File: config.mk
export PLATFORM = sky130hd
export DESIGN_NAME = ecdsa_der_signature_decoder
export DESIGN_NICKNAME = d
export VERILOG_FILES = /design/src/hdl/edsd_pkg.sv /design/src/hdl/edsd_parser.sv /design/src/hdl/ecdsa_der_signature_decoder.sv
export SDC_FILE = /design/constraint.sdc
export NUM_CORES = 1
export LEC_CHECK = 0
export BUFFER_PORTS_ARGS = -buffer_cell sky130_fd_sc_hd__buf_2
export CAP_MARGIN = 5
export CORE_ASPECT_RATIO = 1.75
export CORE_MARGIN = 8
export CORE_UTILIZATION = 45
export CTS_CLUSTER_SIZE = 20
export DETAILED_ROUTE_END_ITERATION = 8
export GPL_TIMING_DRIVEN = 0
export HOLD_SLACK_MARGIN = 0.12
export PLACE_DENSITY = 0.62
export SLEW_MARGIN = 20
export SYNTH_ARGS = -nofsm -noshare
export SYNTH_HDL_FRONTEND = slang
export SYNTH_SLANG_ARGS = --single-unit
File: constraint.sdc
create_clock -name clk -period 4.5 [get_ports clk]
set_input_delay 0.45 -clock clk [delete_from_list [all_inputs] [get_ports clk]]
set_output_delay 0.45 -clock clk [all_outputs]
set_load 0.03 [all_outputs]
File: src/hdl/edsd_pkg.sv
package edsd_pkg;

    localparam int MAX_SCALAR_BYTES = 66;
    localparam int STORE_DEPTH      = 2 * MAX_SCALAR_BYTES;
    localparam int ADDR_W           = $clog2(STORE_DEPTH);

    localparam logic       OP_PUSH = 1'b0;
    localparam logic       OP_READ = 1'b1;

    localparam logic [1:0] ST_BUSY   = 2'd0;
    localparam logic [1:0] ST_ACCEPT = 2'd1;
    localparam logic [1:0] ST_REJECT = 2'd2;

    typedef logic [ADDR_W-1:0] addr_t;

    // per-item command from the parser to the store and output stages
    typedef struct packed {
        logic       wr_en;
        addr_t      wr_addr;
        logic [7:0] wr_data;
        logic       rd_en;
        addr_t      rd_addr;
        logic [1:0] status;
        logic       read_ok;
        logic       pad_zero;
    } edsd_cmd_t;

endpackage

File: src/hdl/edsd_parser.sv
module edsd_parser (
    input  logic               clk,
    input  logic               rst_n,
    input  logic               fire,
    input  logic               opcode,
    input  logic [7:0]         der_byte,
    input  logic               last_byte,
    input  logic [7:0]         raw_index,
    input  logic               cfg_fire,
    input  logic [6:0]         cfg_scalar_size,
    output edsd_pkg::edsd_cmd_t cmd
);
    import edsd_pkg::*;

    localparam logic [3:0] PH_SEQ_TAG        = 4'd0;
    localparam logic [3:0] PH_SEQ_LEN        = 4'd1;
    localparam logic [3:0] PH_SEQ_LEN_EXT    = 4'd2;
    localparam logic [3:0] PH_INT_TAG        = 4'd3;
    localparam logic [3:0] PH_INT_LEN        = 4'd4;
    localparam logic [3:0] PH_INT_LEN_EXT    = 4'd5;
    localparam logic [3:0] PH_INT_FIRST      = 4'd6;
    localparam logic [3:0] PH_INT_AFTER_ZERO = 4'd7;
    localparam logic [3:0] PH_INT_BODY       = 4'd8;
    localparam logic [3:0] PH_DONE           = 4'd9;

    localparam logic [8:0] BAH_MAX = 9'd511;
    localparam logic [7:0] DEPTH8  = 8'(STORE_DEPTH);
    localparam logic [6:0] MAX7    = 7'(MAX_SCALAR_BYTES);

    logic [6:0] scalar_reg;
    logic [3:0] phase_reg, phase_next;
    logic [8:0] bah_reg, bah_next;
    logic [7:0] seq_len_reg, seq_len_next;
    logic [7:0] ibl_reg, ibl_next;
    logic       second_reg, second_next;
    logic       failed_reg, failed_next;
    logic [6:0] vstart0_reg, vstart0_next;
    logic [6:0] vstart1_reg, vstart1_next;
    logic       store_valid_reg, store_valid_next;

    logic       scalar_ok;
    logic [7:0] size8;
    logic [7:0] base8;
    logic [7:0] val_addr;
    logic       take_byte;
    logic       set_pad;
    logic [7:0] pad_len;
    logic       msg_ok;
    logic       rd_half;
    logic [7:0] rd_off;
    logic [6:0] rd_vstart;
    logic       rd_in_range;

    assign size8     = {1'b0, scalar_reg};
    assign scalar_ok = (scalar_reg != 7'd0) && (scalar_reg <= MAX7);
    assign base8     = second_reg ? size8 : 8'd0;
    assign val_addr  = base8 + size8 - ibl_reg;

    assign rd_half     = raw_index >= size8;
    assign rd_off      = raw_index - (rd_half ? size8 : 8'd0);
    assign rd_vstart   = rd_half ? vstart1_reg : vstart0_reg;
    assign rd_in_range = (raw_index < {scalar_reg, 1'b0}) && (raw_index < DEPTH8);

    always_comb
    begin
        phase_next       = phase_reg;
        bah_next         = bah_reg;
        seq_len_next     = seq_len_reg;
        ibl_next         = ibl_reg;
        second_next      = second_reg;
        failed_next      = failed_reg;
        vstart0_next     = vstart0_reg;
        vstart1_next     = vstart1_reg;
        store_valid_next = store_valid_reg;
        take_byte        = 1'b0;
        set_pad          = 1'b0;
        pad_len          = ibl_reg;
        msg_ok           = 1'b0;

        cmd          = '0;
        cmd.wr_data  = der_byte;
        cmd.wr_addr  = val_addr[ADDR_W-1:0];
        cmd.rd_addr  = raw_index[ADDR_W-1:0];
        cmd.status   = ST_BUSY;

        if (fire && opcode == OP_READ) begin
            cmd.read_ok  = store_valid_reg && rd_in_range;
            cmd.rd_en    = cmd.read_ok;
            cmd.pad_zero = rd_off < {1'b0, rd_vstart};
        end else if (fire) begin
            store_valid_next = 1'b0;
            if (!failed_reg) begin
                if (phase_reg >= PH_INT_TAG && bah_reg < BAH_MAX)
                    bah_next = bah_reg + 9'd1;
                unique case (phase_reg)
                    PH_SEQ_TAG:
                    begin
                        if (!scalar_ok || der_byte != 8'h30) failed_next = 1'b1;
                        else phase_next = PH_SEQ_LEN;
                    end
                    PH_SEQ_LEN:
                    begin
                        if (der_byte < 8'h80) begin
                            seq_len_next = der_byte;
                            phase_next   = PH_INT_TAG;
                        end else if (der_byte == 8'h81) begin
                            phase_next = PH_SEQ_LEN_EXT;
                        end else begin
                            failed_next = 1'b1;
                        end
                    end
                    PH_SEQ_LEN_EXT:
                    begin
                        if (der_byte < 8'd128) begin
                            failed_next = 1'b1;
                        end else begin
                            seq_len_next = der_byte;
                            phase_next   = PH_INT_TAG;
                        end
                    end
                    PH_INT_TAG:
                    begin
                        if (der_byte != 8'h02) failed_next = 1'b1;
                        else phase_next = PH_INT_LEN;
                    end
                    PH_INT_LEN:
                    begin
                        if (der_byte == 8'd0) begin
                            failed_next = 1'b1;
                        end else if (der_byte < 8'h80) begin
                            ibl_next   = der_byte;
                            phase_next = PH_INT_FIRST;
                        end else if (der_byte == 8'h81) begin
                            phase_next = PH_INT_LEN_EXT;
                        end else begin
                            failed_next = 1'b1;
                        end
                    end
                    PH_INT_LEN_EXT:
                    begin
                        if (der_byte < 8'd128) begin
                            failed_next = 1'b1;
                        end else begin
                            ibl_next   = der_byte;
                            phase_next = PH_INT_FIRST;
                        end
                    end
                    PH_INT_FIRST:
                    begin
                        if (der_byte[7]) begin
                            failed_next = 1'b1;
                        end else if (der_byte == 8'd0 && ibl_reg > 8'd1) begin
                            // strip the one allowed leading zero
                            if (ibl_reg - 8'd1 > size8) begin
                                failed_next = 1'b1;
                            end else begin
                                ibl_next   = ibl_reg - 8'd1;
                                pad_len    = ibl_reg - 8'd1;
                                set_pad    = 1'b1;
                                phase_next = PH_INT_AFTER_ZERO;
                            end
                        end else begin
                            if (ibl_reg > size8) begin
                                failed_next = 1'b1;
                            end else begin
                                set_pad   = 1'b1;
                                take_byte = 1'b1;
                            end
                        end
                    end
                    PH_INT_AFTER_ZERO:
                    begin
                        if (!der_byte[7]) failed_next = 1'b1;
                        else take_byte = 1'b1;
                    end
                    PH_INT_BODY:
                    begin
                        take_byte = 1'b1;
                    end
                    default:
                    begin
                        failed_next = 1'b1;
                    end
                endcase

                // padding is not written; reads below value_start return zero
                if (set_pad) begin
                    if (second_reg) vstart1_next = scalar_reg - pad_len[6:0];
                    else vstart0_next = scalar_reg - pad_len[6:0];
                end

                if (take_byte) begin
                    cmd.wr_en = val_addr < DEPTH8;
                    ibl_next  = ibl_reg - 8'd1;
                    if (ibl_reg != 8'd1) begin
                        phase_next = PH_INT_BODY;
                    end else if (!second_reg) begin
                        second_next = 1'b1;
                        phase_next  = PH_INT_TAG;
                    end else begin
                        phase_next = PH_DONE;
                    end
                end
            end

            if (last_byte) begin
                msg_ok = !failed_next && phase_next == PH_DONE
                         && bah_next == {1'b0, seq_len_next};
                cmd.status       = msg_ok ? ST_ACCEPT : ST_REJECT;
                store_valid_next = msg_ok;
                phase_next       = PH_SEQ_TAG;
                bah_next         = 9'd0;
                seq_len_next     = 8'd0;
                ibl_next         = 8'd0;
                second_next      = 1'b0;
                failed_next      = 1'b0;
            end else begin
                cmd.status = failed_next ? ST_REJECT : ST_BUSY;
            end
        end
    end

    always_ff @(posedge clk or negedge rst_n)
    begin
        if (!rst_n) begin
            scalar_reg      <= 7'd32;
            phase_reg       <= PH_SEQ_TAG;
            bah_reg         <= 9'd0;
            seq_len_reg     <= 8'd0;
            ibl_reg         <= 8'd0;
            second_reg      <= 1'b0;
            failed_reg      <= 1'b0;
            vstart0_reg     <= 7'd0;
            vstart1_reg     <= 7'd0;
            store_valid_reg <= 1'b0;
        end else if (cfg_fire) begin
            // new scalar size: restart the parser and drop the stored signature
            scalar_reg      <= cfg_scalar_size;
            phase_reg       <= PH_SEQ_TAG;
            bah_reg         <= 9'd0;
            seq_len_reg     <= 8'd0;
            ibl_reg         <= 8'd0;
            second_reg      <= 1'b0;
            failed_reg      <= 1'b0;
            store_valid_reg <= 1'b0;
        end else begin
            phase_reg       <= phase_next;
            bah_reg         <= bah_next;
            seq_len_reg     <= seq_len_next;
            ibl_reg         <= ibl_next;
            second_reg      <= second_next;
            failed_reg      <= failed_next;
            vstart0_reg     <= vstart0_next;
            vstart1_reg     <= vstart1_next;
            store_valid_reg <= store_valid_next;
        end
    end

endmodule

File: src/hdl/ecdsa_der_signature_decoder.sv
// Strict DER decoder for ECDSA signatures. Push DER bytes with opcode 0, one per transfer,
// last_byte set on the final one; each push returns a status (in progress, accepted or
// rejected). Read raw r||s bytes with opcode 1; read_ok is set only after an accepted
// message. The block takes one item every cycle while out_ready does not stall the output;
// each result passes through the synchronous read of the 132-byte value store and then the
// output register. The store needs no clearing pass after reset; leading zero padding of
// each scalar is not written but masked on read.
module ecdsa_der_signature_decoder (
    input  logic       clk,
    input  logic       rst_n,
    input  logic       in_valid,
    output logic       in_ready,
    input  logic       opcode,
    input  logic [7:0] der_byte,
    input  logic       last_byte,
    input  logic [7:0] raw_index,
    output logic       out_valid,
    input  logic       out_ready,
    output logic [1:0] status,
    output logic [7:0] raw_byte,
    output logic       read_ok,
    input  logic       cfg_valid,
    output logic       cfg_ready,
    input  logic [6:0] cfg_scalar_size
);
    import edsd_pkg::*;

    edsd_cmd_t  cmd;
    logic       fire;
    logic       cfg_fire;
    logic       s1_advance;

    logic [7:0] mem_reg [STORE_DEPTH];
    logic [7:0] mem_rdata_reg;

    logic       s1_valid_reg;
    logic [1:0] s1_status_reg;
    logic       s1_ok_reg;
    logic       s1_pad_reg;

    logic       out_valid_reg;
    logic [1:0] status_reg;
    logic [7:0] raw_byte_reg;
    logic       read_ok_reg;

    assign cfg_ready  = 1'b1;
    assign cfg_fire   = cfg_valid && cfg_ready;
    assign s1_advance = !out_valid_reg || out_ready;
    assign in_ready   = !s1_valid_reg || s1_advance;
    assign fire       = in_valid && in_ready;

    edsd_parser u_parser (
        .clk             (clk),
        .rst_n           (rst_n),
        .fire            (fire),
        .opcode          (opcode),
        .der_byte        (der_byte),
        .last_byte       (last_byte),
        .raw_index       (raw_index),
        .cfg_fire        (cfg_fire),
        .cfg_scalar_size (cfg_scalar_size),
        .cmd             (cmd)
    );

    // read data holds while stage 1 stalls, since no new read is issued then
    always_ff @(posedge clk)
    begin
        if (cmd.wr_en)
            mem_reg[cmd.wr_addr] <= cmd.wr_data;
        if (cmd.rd_en)
            mem_rdata_reg <= mem_reg[cmd.rd_addr];
    end

    always_ff @(posedge clk or negedge rst_n)
    begin
        if (!rst_n) begin
            s1_valid_reg <= 1'b0;
        end else if (in_ready) begin
            s1_valid_reg <= fire;
        end
    end

    always_ff @(posedge clk)
    begin
        if (fire) begin
            s1_status_reg <= cmd.status;
            s1_ok_reg     <= cmd.read_ok;
            s1_pad_reg    <= cmd.pad_zero;
        end
    end

    always_ff @(posedge clk or negedge rst_n)
    begin
        if (!rst_n) begin
            out_valid_reg <= 1'b0;
        end else if (s1_advance) begin
            out_valid_reg <= s1_valid_reg;
        end
    end

    always_ff @(posedge clk)
    begin
        if (s1_advance && s1_valid_reg) begin
            status_reg   <= s1_status_reg;
            read_ok_reg  <= s1_ok_reg;
            raw_byte_reg <= (s1_ok_reg && !s1_pad_reg) ? mem_rdata_reg : 8'd0;
        end
    end

    assign out_valid = out_valid_reg;
    assign status    = status_reg;
    assign raw_byte  = raw_byte_reg;
    assign read_ok   = read_ok_reg;

endmodule

==> run metrics <==
status complete, but fails checks; failing checks setup timing; Pwr Density 416 nW/um^2; die area 116000 um^2; Main synth FF type edfxtp_1; vias in the first global route 26.0k; critical path endpoint category flip-flop; mapped cell area 47300 um^2; Hold Path Class input port to flip-flop; CP required 4840 ps; complex-gate fraction of the synthesized area 2.81%; Yosys cell types 81; Int Pwr 0.0172 W; Design Power 0.0230 W; Final Skew 32.1 ps; Setup CP Type flip-flop to flip-flop; hold_sp der_byte[7]; cell taking the most area after synthesis edfxtp_1; GP Congestion 0.947; DR DRC count 0; vias 24.7k; Buf/Inv on CP 1; First-pass DRT Iterations 8; io pins 44; Post-synth EDFFs 1079; Tmin final 4580 ps; Area growth, synth to finish 16.8%; CTS max path bufs 3; crit start category flip-flop; WL final 127000 um; most common cell in the netlist edfxtp_1; cells after synthesis 2422; initial antenna violation count 2; sw frac 25.0%; RR Endpoint mem_reg[16][5]; clock edge transition at the registers on the reported setup and hold paths 70 ps; Synth Area in Adders 1.89%; CTS buffer count 99; Multi-input gate area 14000 um^2; Final Setup Violations 8; post-route ant nets 0; fin nets 2763; part of the power in the clock network 38.3%; Initial Util 45.3%; first-pass GRT wire length 183000 um; yosys warns 0; post-layout util 52.9%; multiplexer share of the synthesized area 17.2%; CTS tree built; setup slack, reg-to-reg -80 ps; Commonest cells post-synth 1079 x edfxtp_1, 344 x mux4_2, 115 x nor2_1, 99 x nand2_1, 80 x nor3_1; Total GRT Usage 21.9%; Flop pwr share 50.5%; slowest CP cell nor2_2; Slew Viols, Final 0; Max Cap Violations 0; # fillers 7992; number of flip-flops in the largest register 1056; Worst Reg2Reg Path Length in Cells 10; syn nets 2518; Die Span Y 445 um; pre-CTS setup slack -1310 ps; Arrival @ worst endpoint 4920 ps; layout cells sized above 1 32.1%; vias per inst 6.03; worst vdd ir 318 uV; Final Non-Filler Cells 4101; Die X 261 um; Psw 0.00573 W; IO Port Bufs 41; placed cell count 3842; fmax 219 MHz; wire per inst 31.0 um; core area 105000 um^2; #FFs+latches synth 1134; slack of the critical path -75.1 ps; worst-margin pin slew 1170 ps; most frequent CP cell ha_1; GRT overflow 0; Post-Synth Simple-Gate Area 4.27%; ranking of synthesized cells by area edfxtp_1 69%, mux4_2 16%, dfrtp_1 2.9%; worst stage delay on the critical path 710 ps; Placed Area 49900 um^2; XOR/XNOR Fraction of Synth Area 0.788%; worst skew pair latency 710 ps; FF/Latch Area 33800 um^2; Worst R2R Start u_parser.scalar_reg[0]; final cycle utilization of the critical path 102%; share of the synthesized area in the top cell type 68.5%; Post-synth ARST share 4.85%; largest family of logic cells by synthesized area multiplexers; CTS H-tree lvls 3; leakage 18.1 nW; WHS Endpoint mem_reg[51][7]; final instance area 55200 um^2; unrepaired setup endpoints after global routing true; Iter 0 DRT Violations 2119; worst path cell trace ha_1, inv_1, ha_1, fa_1, a21o_1, a21oi_1, xnor2_1, nor3_1, nand2_1, nor2_2; Comb pwr share 11.2%; mean post-synth cell area 19.5 um^2; TritonCTS sink count 1134; WHS Path Cells 1; Final HPWL DP 88800 um; worst relative slew slack 22.0%; CP Max Fanout 9; largest net degree at the start of global routing 106; root buf cell clkbuf_16; Final Hold Viols 0; sequential area share after synthesis 71.4%; site row count 157; Crit path max-delay family simple AND/OR/NAND/NOR gates
-- worst register-to-register path: cells and delay by family (launching register included) --
kind	cells	cell delay [ps]
AND/OR/NAND/NOR	3	1810
XOR/XNOR	1	170
AO/OA/AOI/OAI	2	500
buffers and inverters	1	60
flip-flops	1	510
adder cells (fa/ha/maj)	3	1140
-- power by group through the flow --
stage                     Clock [W]  Sequential, W  Combinational, W
after CTS                   0.00893         0.0116           0.00248
after detailed placement          0         0.0118           0.00225
after floorplan                   0         0.0118           0.00125
after global placement            0         0.0119           0.00208
after global routing        0.00928         0.0116           0.00270
final                       0.00881         0.0116           0.00257
-- layout make-up --
type | instances | area share (%)
sequential | 1134 | 61.2
multi-input combinational | 1105 | 25.3
clock buffer | 114 | 4.62
tap | 1351 | 3.06
timing repair buffer | 146 | 2.98
clock inverter | 69 | 1.40
buffer | 136 | 1.20
inverter | 45 | 0.319
antenna | 1 | 0.00453
-- placed cells by master, fill, tap and decap left out, types with 22 or more instances in the layout --
master | netlist | routed
xnor2_1 | 26 | 26
ha_1 | 57 | 56
nor3_4 | 0 | 46
buf_12 | 0 | 32
buf_4 | 2 | 54
nor2_1 | 115 | 48
nand2_1 | 99 | 97
nor2_4 | 0 | 60
clkbuf_16 | 0 | 100
buf_2 | 31 | 71
mux2i_1 | 22 | 22
clkinv_2 | 0 | 22
dfrtp_1 | 54 | 48
clkbuf_1 | 76 | 73
o21ai_0 | 44 | 44
a21oi_1 | 50 | 47
nor3_2 | 1 | 22
inv_1 | 45 | 42
mux4_2 | 344 | 344
edfxtp_1 | 1079 | 1079
-- repair_timing --
| action | 4_1_cts | 5_1_grt |
|---|---|---|
| hold buffers | 16 | 0 |
| setup buffers | 35 | 26 |
| endpoints found under the setup margin | 1049 | 894 |
| resized for setup | 179 | 81 |
| hold endpoints to repair | 139 | 0 |
| pin swaps | 33 | 25 |
-- worst max path at each step --
stage | to | start | cells after the start
after floorplan | s1_pad_reg | raw_index[0] | 24
after CTS | mem_reg[0][3] | u_parser.second_reg | 13
after global routing | mem_reg[3][2] | u_parser.scalar_reg[1] | 13
after detailed placement | s1_pad_reg | raw_index[0] | 24
final | mem_reg[16][5] | u_parser.scalar_reg[0] | 10
after global placement | mem_reg[55][1] | der_byte[7] | 11
-- stage by stage --
stage	TNS [ps]	hold slack, ps
2_1_floorplan	0	154
3_3_place_gp	-1635970	426
3_5_place_dp	-538190	435
4_1_cts	-12240	121
5_1_grt	-3420	148
6_report	-577	151
-- logic make-up (layout without fill, tap and decap cells) --
family	after synthesis	count (layout)
DFF	1134	1134
and+or+nand+nor	417	417
muxes	379	379
AOI/OAI and AO/OA	201	201
buffers and inverters	183	510
adders and majority gates	66	66
xor gates and xnor gates	41	41
other	1	2
-- routing by layer --
metal / GRT usage (%) / up-vias / part of all wire, %
met5: 0 / - / 0
met3: 2.86 / 295 / 5.0
met1: 23.1 / 13042 / 33
met4: 12.7 / 0 / 6.7
li1: - / 10431 / -
met2: 41.3 / 960 / 55
(Power assumes the default switching activity.)
